`src/hdl/efsa_pkg.sv`:
```
// Package for the earliest-free-server assignment block.
// Holds field widths, reset constants and the address-width helper.
// Used by efsa_ram and earliest_free_server_assign; depends on nothing.
package efsa_pkg;

	localparam int MAX_SERVERS_DEF = 16;

	localparam int DUR_W   = 16;
	localparam int TIME_W  = 32;
	localparam int COUNT_W = 16;
	localparam int NUM_W   = 5;

	localparam logic [NUM_W-1:0] SERVER_COUNT_RST = 5'd16;

	// address bits for a store of the given depth, at least one
	function automatic int addr_width(input int depth);
		int w;
		w = (depth > 1) ? $clog2(depth) : 1;
		return w;
	endfunction

endpackage

```
`src/hdl/efsa_ram.sv`:
```
// Generic single-write, single-read RAM with registered read data.
// Used for the server table; depends on efsa_pkg for the address width.
module efsa_ram #(
	parameter int WIDTH = 48,
	parameter int DEPTH = efsa_pkg::MAX_SERVERS_DEF
) (
	input  logic                                    clk,
	input  logic                                    wr_en,
	input  logic [efsa_pkg::addr_width(DEPTH)-1:0] wr_addr,
	input  logic [WIDTH-1:0]                        wr_data,
	input  logic                                    rd_en,
	input  logic [efsa_pkg::addr_width(DEPTH)-1:0] rd_addr,
	output logic [WIDTH-1:0]                        rd_data
);

	logic [WIDTH-1:0] mem_q [DEPTH];
	logic [WIDTH-1:0] rd_data_q;

	always_ff @(posedge clk) begin
		if (wr_en) begin
			mem_q[wr_addr] <= wr_data;
		end
		if (rd_en) begin
			rd_data_q <= mem_q[rd_addr];
		end
	end

	assign rd_data = rd_data_q;

endmodule

```
`src/hdl/earliest_free_server_assign.sv`:
```
// Earliest-free-server assignment: one comparator scans the server table once per job.
// Each job is scanned in ST_SCAN (table read, then compare), then written back in ST_UPD, which loads the result.
// The scan reads one table entry a cycle; in_stall stays high until the update, so no new job is taken meanwhile.
// A full result register holds the update back until the result is taken.
// Reset (arst_n low) clears all finish times and counts at once via per-entry valid bits,
// and sets server_count to 16. Depends on efsa_pkg and efsa_ram.
module earliest_free_server_assign #(
	parameter int MAX_SERVERS = efsa_pkg::MAX_SERVERS_DEF
) (
	input  logic                               clk,
	input  logic                               arst_n,
	// configuration write channel
	input  logic                               cfg_valid,
	output logic                               cfg_ready,
	input  logic [efsa_pkg::NUM_W-1:0]         server_count,
	// job channel
	input  logic                               in_valid,
	output logic                               in_stall,
	input  logic [efsa_pkg::DUR_W-1:0]         job_duration,
	// result channel
	output logic                               out_valid,
	input  logic                               out_stall,
	output logic [efsa_pkg::NUM_W-1:0]         server_number,
	output logic [efsa_pkg::COUNT_W-1:0]       server_job_count,
	output logic [efsa_pkg::TIME_W-1:0]        server_finish_time
);

	localparam int IDX_W   = efsa_pkg::addr_width(MAX_SERVERS);
	localparam int TIME_W  = efsa_pkg::TIME_W;
	localparam int COUNT_W = efsa_pkg::COUNT_W;
	localparam int ENTRY_W = TIME_W + COUNT_W;

	typedef enum logic [2:0] {
		ST_IDLE = 3'b001,
		ST_SCAN = 3'b010,
		ST_UPD  = 3'b100
	} state_t;

	state_t                         state_q;
	logic [efsa_pkg::NUM_W-1:0]     cfg_count_q;
	logic [efsa_pkg::DUR_W-1:0]     dur_q;
	logic [IDX_W-1:0]               last_idx_q;
	logic [IDX_W-1:0]               rd_idx_q;
	logic                           issuing_q;
	logic                           rd_vld_s1;
	logic [IDX_W-1:0]               idx_s1;
	logic [IDX_W-1:0]               best_idx_q;
	logic [TIME_W-1:0]              best_time_q;
	logic [COUNT_W-1:0]             best_cnt_q;
	logic [MAX_SERVERS-1:0]         valid_q;

	logic                           out_valid_q;
	logic [efsa_pkg::NUM_W-1:0]     server_number_q;
	logic [COUNT_W-1:0]             job_count_q;
	logic [TIME_W-1:0]              finish_time_q;

	logic [31:0]                    act_n;
	logic                           accept;
	logic                           rd_en;
	logic [ENTRY_W-1:0]             rd_data;
	logic [TIME_W-1:0]              cur_time;
	logic [COUNT_W-1:0]             cur_cnt;
	logic                           do_upd;
	logic [TIME_W:0]                sum;
	logic [TIME_W-1:0]              new_time;
	logic [COUNT_W-1:0]             new_cnt;
	logic [31:0]                    number_full;

	assign cfg_ready = 1'b1;
	assign in_stall  = (state_q != ST_IDLE);
	assign accept    = in_valid && !in_stall;

	// clamp the register to 1..MAX_SERVERS
	always_comb begin
		act_n = {27'd0, cfg_count_q};
		if (act_n == 32'd0) begin
			act_n = 32'd1;
		end
		if (act_n > 32'(MAX_SERVERS)) begin
			act_n = 32'(MAX_SERVERS);
		end
	end

	always_ff @(posedge clk or negedge arst_n) begin
		if (!arst_n) begin
			cfg_count_q <= efsa_pkg::SERVER_COUNT_RST;
		end else if (cfg_valid && cfg_ready) begin
			cfg_count_q <= server_count;
		end
	end

	assign rd_en = (state_q == ST_SCAN) && issuing_q;

	efsa_ram #(
		.WIDTH (ENTRY_W),
		.DEPTH (MAX_SERVERS)
	) u_table (
		.clk     (clk),
		.wr_en   (do_upd),
		.wr_addr (best_idx_q),
		.wr_data ({new_cnt, new_time}),
		.rd_en   (rd_en),
		.rd_addr (rd_idx_q),
		.rd_data (rd_data)
	);

	// an entry never written since reset reads as zero
	assign cur_time = valid_q[idx_s1] ? rd_data[TIME_W-1:0] : '0;
	assign cur_cnt  = valid_q[idx_s1] ? rd_data[ENTRY_W-1:TIME_W] : '0;

	assign do_upd      = (state_q == ST_UPD) && !(out_valid_q && out_stall);
	assign sum         = {1'b0, best_time_q} + {{(TIME_W + 1 - efsa_pkg::DUR_W){1'b0}}, dur_q};
	assign new_time    = sum[TIME_W] ? '1 : sum[TIME_W-1:0];
	assign new_cnt     = (best_cnt_q == '1) ? best_cnt_q : best_cnt_q + COUNT_W'(1);
	assign number_full = {{(32 - IDX_W){1'b0}}, best_idx_q} + 32'd1;

	always_ff @(posedge clk or negedge arst_n) begin
		if (!arst_n) begin
			state_q   <= ST_IDLE;
			issuing_q <= 1'b0;
			rd_vld_s1 <= 1'b0;
			valid_q   <= '0;
		end else begin
			case (state_q)
				ST_IDLE: begin
					rd_vld_s1 <= 1'b0;
					if (accept) begin
						issuing_q <= 1'b1;
						state_q   <= ST_SCAN;
					end
				end
				ST_SCAN: begin
					rd_vld_s1 <= issuing_q;
					if (issuing_q && rd_idx_q == last_idx_q) begin
						issuing_q <= 1'b0;
					end
					if (rd_vld_s1 && idx_s1 == last_idx_q) begin
						state_q <= ST_UPD;
					end
				end
				ST_UPD: begin
					rd_vld_s1 <= 1'b0;
					if (do_upd) begin
						valid_q[best_idx_q] <= 1'b1;
						state_q             <= ST_IDLE;
					end
				end
				default: begin
					state_q   <= ST_IDLE;
					issuing_q <= 1'b0;
					rd_vld_s1 <= 1'b0;
				end
			endcase
		end
	end

	// scan datapath: one table read and one compare a cycle
	always_ff @(posedge clk) begin
		if (accept) begin
			dur_q      <= job_duration;
			last_idx_q <= IDX_W'(act_n - 32'd1);
			rd_idx_q   <= '0;
		end
		if (rd_en) begin
			idx_s1 <= rd_idx_q;
			if (rd_idx_q != last_idx_q) begin
				rd_idx_q <= rd_idx_q + IDX_W'(1);
			end
		end
		// strict compare keeps the lowest server on a tie
		if ((state_q == ST_SCAN) && rd_vld_s1 &&
		    (idx_s1 == '0 || cur_time < best_time_q)) begin
			best_idx_q  <= idx_s1;
			best_time_q <= cur_time;
			best_cnt_q  <= cur_cnt;
		end
	end

	always_ff @(posedge clk or negedge arst_n) begin
		if (!arst_n) begin
			out_valid_q <= 1'b0;
		end else if (do_upd) begin
			out_valid_q <= 1'b1;
		end else if (!out_stall) begin
			out_valid_q <= 1'b0;
		end
	end

	always_ff @(posedge clk) begin
		if (do_upd) begin
			server_number_q <= number_full[efsa_pkg::NUM_W-1:0];
			job_count_q     <= new_cnt;
			finish_time_q   <= new_time;
		end
	end

	assign out_valid          = out_valid_q;
	assign server_number      = server_number_q;
	assign server_job_count   = job_count_q;
	assign server_finish_time = finish_time_q;

	a_busy_after_accept: assert property (@(posedge clk) disable iff (!arst_n)
		accept |=> in_stall)
		else $error("block ready right after taking an item");

	a_read_only_in_scan: assert property (@(posedge clk) disable iff (!arst_n)
		(issuing_q || rd_vld_s1) |-> (state_q == ST_SCAN))
		else $error("table read outside the scan");

	a_best_in_range: assert property (@(posedge clk) disable iff (!arst_n)
		(state_q == ST_UPD) |-> (best_idx_q <= last_idx_q))
		else $error("chosen server outside the active range");

	a_update_shows_result: assert property (@(posedge clk) disable iff (!arst_n)
		do_upd |=> (out_valid && state_q == ST_IDLE))
		else $error("update did not present a result");

	a_state_onehot: assert property (@(posedge clk) disable iff (!arst_n)
		$onehot(state_q))
		else $error("state register not one-hot");

endmodule
```
`config.mk`:
```
export PLATFORM = sky130hd
export DESIGN_NAME = earliest_free_server_assign
export DESIGN_NICKNAME = d
export VERILOG_FILES = /design/src/hdl/efsa_pkg.sv /design/src/hdl/efsa_ram.sv /design/src/hdl/earliest_free_server_assign.sv
export SDC_FILE = /design/constraint.sdc
export NUM_CORES = 1
export LEC_CHECK = 0
export BUFFER_PORTS_ARGS = -buffer_cell sky130_fd_sc_hd__buf_4
export CAP_MARGIN = 20
export CELL_PAD_IN_SITES_DETAIL_PLACEMENT = 2
export CELL_PAD_IN_SITES_GLOBAL_PLACEMENT = 2
export CORE_MARGIN = 2
export CORE_UTILIZATION = 52
export CTS_CLUSTER_SIZE = 20
export DETAILED_ROUTE_END_ITERATION = 10
export HOLD_SLACK_MARGIN = 0.03
export PLACE_DENSITY = 0.81
export RECOVER_POWER = 50
export SYNTH_ARGS = -nofsm -noshare
export SYNTH_HDL_FRONTEND = slang
export SYNTH_SLANG_ARGS = --single-unit
```
`constraint.sdc`:
```
create_clock -name clk -period 12.6 [get_ports clk]
set_clock_uncertainty 0.2 [all_clocks]
set_input_delay 1.26 -clock clk [delete_from_list [all_inputs] [get_ports clk]]
set_output_delay 1.26 -clock clk [all_outputs]
set_load 0.02 [all_outputs]
```
==> flow_metrics.tcl, run 1 <==
set metrics [dict create \
    vias_per_cell 6.97 \
    nets 2387 \
    crit_end "valid_q[7]$_DFFE_PN0P_" \
    syn_area_per_cell_um2 17.9 \
    antenna_found_initial 4 \
    layout_common_cells "945 x edfxtp_1, 149 x mux2i_1, 117 x clkbuf_1, 116 x o21ai_0" \
    synth-async-reset-ratio 0.0277 \
    synth_edf_count 945 \
    grt_pass1_vias 25500 \
    drt_iter0_markers 2856 \
    hp-class "flip-flop to flip-flop" \
    die-area_mm2 0.0771 \
    root_buffer "clkbuf_16" \
    violations "max-capacitance violations, max-slew violations" \
    synthMuxAreaShare 0.113 \
    fin_tns_setup_ps 0 \
    rsz0062_at_grt "no" \
    rr_endpoint "valid_q[7]$_DFFE_PN0P_" \
    pre_cts_ws_ps 6880 \
    crit_type "flip-flop to flip-flop" \
    route.detailed.drc 0 \
    n_fill_cell 6106 \
    drt_wl_total_um 143000 \
    rr_worst_depth 8 \
    crit_path_end_kind "flip-flop" \
    setup_viol 0 \
    worstSetupStartpoint "state_q[1]$_DFFE_PN0P_" \
    area_growth_pct 11.8 \
    synth_area_mm2 0.0390 \
    design.core.area_mm2 0.0743 \
    pin_count 82 \
    rows 100 \
    finalWorstSetupSlack_ps 4480 \
    synthAdderAreaFrac 0.0179 \
    synth_xor_xnor_area_share 0.00697 \
    synth_nets 2255 \
    irDropWorstVdd_v 0.000167 \
    ff2ff_setup_slack_ps 4480 \
    dr.pass1.iters 5 \
    grt_overflow 0 \
    port-buffer-count 80 \
    cts_buffers 100 \
    hold_violations 0 \
    ys_warn_count 0 \
    vias 23400 \
    slew_violations 882 \
    arrival_ps 8510 \
    synthCells 2174 \
    routedWlPerCell_um 42.6 \
    die_y_um 278 \
    grt_usage 0.373 \
    r2r_start "state_q[1]$_DFFE_PN0P_" \
    ctsResizeCount 0 \
    synth-compound-area-share 0.0582 \
    synth.ff_latch_count 976 \
    tightest_slew_ps 5030 \
    synth-simple-area-share 0.0401 \
    clk_path_buf_depth 3 \
    slew-limit-headroom -2.36 \
    clkTransAtPathRegs_ps 70 \
    cts_sinks 976 \
    synth-main-ff-cell "edfxtp_1" \
    cts_hold_buf 0 \
    gp_congestion 0.844 \
    drv_cap 29 \
    fin_crit_ps 8120 \
    cts_max_level 3 \
    start_util 0.524 \
    cts_tree "built" \
    power_density_mw_per_mm2 190 \
    path_max_fanout 49 \
    stdcell_count 3360 \
    die_w_um 278 \
    dp.cells 3167 \
    synth_seq_area_share 0.748 \
    drive_gt1_frac 0.160 \
    grt_start_max_net_pins 132 \
    required_ps 12980 \
    p_leak_nw 14.1 \
    ant_nets 0 \
    clk_latency_ps 690 \
    fmax_ghz 0.123 \
    status "complete, but fails checks" \
    grt_pass1_wl_um 202000 \
    mostFrequentLayoutCell "edfxtp_1" \
    synth_top_family_by_area "multiplexers" \
    fin_crit_sh 0.645 \
    postCtsSetupRepairBufs 0 \
    yosysUniqueCellTypes 65 \
    place_hpwl_um 74500 \
    worstSetupStartpointType "flip-flop" \
]
==> registers in the layout, indices dropped and copies added, names as in the netlist <==
| register | flops |
|---|---|
| u_table.mem_q | 768 |
| u_table.rd_data | 48 |
| best_time_q | 32 |
| server_finish_time | 32 |
| best_cnt_q | 16 |
| dur_q | 16 |
| server_job_count | 16 |
| valid_q | 16 |
| cfg_count_q | 5 |
| server_number | 5 |
| best_idx_q | 4 |
| idx_s1 | 4 |
| last_idx_q | 4 |
| rd_idx_q | 4 |
| state_q | 3 |
| issuing_q | 1 |
| out_valid | 1 |
| rd_vld_s1 | 1 |
==> per-layer routing <==
| layer | vias to the layer above | global-route usage | wire (um) |
|---|---|---|---|
| met4 | 2 | 0.181 | 7630 |
| li1 | 8932 | - | - |
| met1 | 12500 | 0.465 | 52800 |
| met5 | - | 0 | 13 |
| met2 | 1553 | 0.643 | 72400 |
| met3 | 437 | 0.0551 | 10100 |
==> kinds of logic (layout without fill, tap and decap cells) <==
family / after synthesis / count (layout)
adder cells (fa/ha/maj): 55 / 55
other: 1 / 3
XOR/XNOR: 31 / 31
AND/OR/NAND/NOR: 305 / 305
buffers and inverters: 144 / 359
multiplexers: 309 / 309
AO/OA/AOI/OAI: 353 / 353
flip-flops: 976 / 976
==> worst min-delay path by stage <==
stage / start / to / slack, ps / cells after the start
finish: valid_q[11]$_DFFE_PN0P_ / valid_q[11]$_DFFE_PN0P_ / 300 / 1
global route: valid_q[9]$_DFFE_PN0P_ / valid_q[9]$_DFFE_PN0P_ / 310 / 1
CTS: valid_q[9]$_DFFE_PN0P_ / valid_q[9]$_DFFE_PN0P_ / 290 / 1
detailed placement: valid_q[1]$_DFFE_PN0P_ / valid_q[1]$_DFFE_PN0P_ / 250 / 1
global placement: valid_q[10]$_DFFE_PN0P_ / valid_q[10]$_DFFE_PN0P_ / 240 / 1
floorplan: rd_idx_q[2]$_DFF_P_ / idx_s1[2]$_DFFE_PP_ / 210 / 0
==> cell usage after synthesis, types with 3 or more instances <==
cell	instances	area share
inv_1	44	0.0042
nand4_1	11	0.0018
a211oi_1	3	0.00058
nor3_1	17	0.0022
nor2b_1	51	0.0082
and3_1	4	0.00064
nand2_1	98	0.0094
and2_1	9	0.0014
nand2_2	3	0.00048
nor4_1	7	0.0011
o21a_1	10	0.0019
dfrtp_1	25	0.016
dfxtp_1	4	0.0021
o21ai_2	6	0.0013
nand2b_1	11	0.0018
o21ai_0	117	0.015
a31oi_1	3	0.00048
a21boi_0	4	0.00077
or2_2	19	0.0031
edfxtp_1	945	0.73
buf_4	3	0.00058
nand3_1	26	0.0033
xnor2_1	16	0.0036
a21oi_1	79	0.010
ha_1	54	0.017
o31ai_1	3	0.00058
nor2_1	35	0.0034
a22oi_1	48	0.0092
mux2_2	60	0.017
clkbuf_1	63	0.0061
mux4_2	100	0.058
nand3_2	3	0.00077
a221oi_1	49	0.011
xor2_1	15	0.0034
a21o_1	9	0.0017
mux2i_1	149	0.038
or3_1	4	0.00064
buf_2	29	0.0037
==> power by group <==
group / total, mW / internal (mW) / leakage, nW / switching, mW
Clock: 2.96 / 1.62 / 1.51 / 1.34
Sequential: 3.90 / 3.81 / 8.76 / 0.0849
Combinational: 1.43 / 0.532 / 3.87 / 0.897
Total: 8.28 / 5.96 / 14.1 / 2.32
==> through the flow <==
stage           util  power, mW  instance area [um2]  hold slack [ps]
2_1_floorplan      -       4.86                39000              206
3_3_place_gp   0.549       5.16                40800              244
3_5_place_dp   0.550       5.30                40800              254
4_1_cts        0.591       8.30                43900              286
5_1_grt        0.586       8.47                43500              314
6_report       0.586       8.28                43600              300
==> area by class of cell <==
class | count | area, um2 | share of cell area
diodes | 2 | 5.00 | 0.000115
clock buffers | 135 | 2680 | 0.0616
clock inverters | 50 | 413 | 0.00948
inverters | 46 | 173 | 0.00396
multi-input cells | 1054 | 9260 | 0.213
flip-flops and latches | 976 | 29100 | 0.669
well taps | 969 | 1210 | 0.0278
repair buffers | 128 | 663 | 0.0152
==> critical path: stages (launching register included) <==
cell and delay, ps:
dfrtp_1 440, nor2_1 270, nand2_1 130, a21oi_1 270, clkbuf_1 1710, nand2_1 590, nor2_1 330, clkbuf_1 3520
or2_2 540
(Power assumes the default switching activity.)
==> inputs of run 2 (changes only) <==
--- a/config.mk
+++ b/config.mk
@@ -10,11 +10,11 @@
 export CELL_PAD_IN_SITES_DETAIL_PLACEMENT = 2
 export CELL_PAD_IN_SITES_GLOBAL_PLACEMENT = 2
 export CORE_MARGIN = 2
-export CORE_UTILIZATION = 52
+export CORE_UTILIZATION = 48
 export CTS_CLUSTER_SIZE = 20
 export DETAILED_ROUTE_END_ITERATION = 10
 export HOLD_SLACK_MARGIN = 0.03
-export PLACE_DENSITY = 0.81
+export PLACE_DENSITY = 0.76
 export RECOVER_POWER = 50
 export SYNTH_ARGS = -nofsm -noshare
 export SYNTH_HDL_FRONTEND = slang
==> constraint.sdc (replaced) <==
create_clock -name clk -period 7.5 [get_ports clk]
set_clock_uncertainty 0.2 [all_clocks]
set_input_delay 0.75 -clock clk [delete_from_list [all_inputs] [get_ports clk]]
set_output_delay 0.75 -clock clk [all_outputs]
set_load 0.02 [all_outputs]
==> flow_metrics.tcl, run 2 (synthesized netlist as in run 1, its figures left out) <==
set metrics [dict create \
    fmax_ghz 0.156 \
    crit_type "flip-flop to flip-flop" \
    cts_sinks 976 \
    area_growth_pct 13.3 \
    drv_cap 21 \
    ctsResizeCount 0 \
    tightest_slew_ps 4690 \
    drt_wl_total_um 128000 \
    required_ps 7590 \
    hp-class "primary input to flip-flop" \
    p_leak_nw 14.4 \
    vias_per_cell 6.42 \
    root_buffer "clkbuf_16" \
    nets 2398 \
    layout_common_cells "945 x edfxtp_1, 149 x mux2i_1, 115 x o21ai_0, 102 x clkbuf_16, 100 x mux4_2" \
    drive_gt1_frac 0.175 \
    crit_path_end_kind "flip-flop" \
    vias 22200 \
    fin_area_mm2 0.0441 \
    grt_start_max_net_pins 119 \
    port-buffer-count 80 \
    worstSetupStartpointType "flip-flop" \
    irDropWorstVdd_v 0.000303 \
    grt_pass1_wl_um 183000 \
    clk_path_buf_depth 3 \
    arrival_ps 6490 \
    cts_buffers 101 \
    dr.pass1.iters 7 \
    pin_count 82 \
    setup_viol 0 \
    fin_crit_ps 6400 \
    fin_crit_sh 0.854 \
    mostFrequentLayoutCell "edfxtp_1" \
    power_density_mw_per_mm2 321 \
    die_w_um 289 \
    routedWlPerCell_um 37.0 \
    drt_iter0_markers 2343 \
    rsz0062_at_grt "no" \
    antenna_found_initial 4 \
    top_register "u_table.mem_q" \
    path_max_fanout 34 \
    start_util 0.484 \
    slew-limit-headroom -2.13 \
    grt_overflow 0 \
    ff2ff_setup_slack_ps 1100 \
    rows 104 \
    place_hpwl_um 67200 \
    cts_max_level 3 \
    grt_pass1_vias 24500 \
    clk_latency_ps 690 \
    design.core.area_mm2 0.0804 \
    status "complete, but fails checks" \
    dpl-instance-area_mm2 0.0410 \
    grt_usage 0.310 \
    violations "max-capacitance violations, max-slew violations" \
    diodes 0 \
    cts_tree "built" \
    route.detailed.drc 0 \
    slew_violations 700 \
    hold_violations 0 \
    gp_congestion 0.813 \
    die_y_um 289 \
    largest_register_ffs 768 \
    ant_nets 0 \
    clkTransAtPathRegs_ps 60 \
    die-area_mm2 0.0835 \
    fin_tns_setup_ps 0 \
]
run 2: cell count changes in the layout (fill, tap and decap cells not counted), sizes merged:
cell	change
diode	-2
buf	+1
clkinv	+7
dlygate4sd3	+12
bufinv	+8
clkbuf	-19
inv	-2
run 2: area by class of cell:
type | count | area (um2)
fillers | 6954 | 36300
flip-flops and latches | 976 | 29100
multi-input cells | 1054 | 9330
clock buffers | 119 | 2640
well taps | 1060 | 1330
repair buffers | 138 | 779
clock inverters | 63 | 728
inverters | 46 | 173
run 2: metal layers:
metal / GRT usage / wire length [um] / vias up
li1: - / - / 8971
met1: 0.404 / 51600 / 12100
met2: 0.542 / 66200 / 852
met3: 0.0379 / 6110 / 239
met4: 0.0996 / 3840 / 2
met5: 0 / 9 / -
run 2: path summary, 6_finish.rpt:
kind | start | endpoint | cells past startpoint
max in group asynchronous | arst_n | valid_q[9]$_DFFE_PN0P_ | 2
worst max register to register | state_q[2]$_DFFE_PN0P_ | u_table.mem_q[5][20]$_DFFE_PP_ | 6
min in group asynchronous | arst_n | cfg_count_q[2]$_DFFE_PN0P_ | 2
worst min-delay path | out_stall | state_q[0]$_DFFE_PN1P_ | 2
worst max-delay path | state_q[2]$_DFFE_PN0P_ | u_table.mem_q[5][20]$_DFFE_PP_ | 6
worst min register to register | valid_q[6]$_DFFE_PN0P_ | valid_q[6]$_DFFE_PN0P_ | 1
run 2: metrics by stage:
step,util,std cells,total power [mW],hold slack [ps],worst slack [ps]
2_1_floorplan,-,2174,8.17,206,355
3_3_place_gp,0.509,3256,8.69,244,2450
3_5_place_dp,0.509,3256,8.85,256,2110
4_1_cts,0.553,3450,14.2,31.4,1690
5_1_grt,0.549,3456,14.5,65.4,836
6_report,0.549,3456,14.2,66.7,1100
run 2: timing repair:
item	in CTS	in global routing
setup buffers	0	0
endpoints found under the hold margin	36	0
hold buffers	12	0
run 2: critical path, cell delays in order, from the launching register on:
cell,delay [ps]
dfrtp_1,540
nand2_1,180
a21oi_4,150
clkbuf_1,1680
nand2_1,580
nor2_1,1730
buf_4,890
run 2: power breakdown:
group / total, mW / switching (mW) / leakage (nW) / internal, mW
registers: 6.51 / 0.114 / 8.76 / 6.40
logic: 2.35 / 1.41 / 3.96 / 0.949
clock network: 5.29 / 2.29 / 1.65 / 3.00
total: 14.2 / 3.81 / 14.4 / 10.4
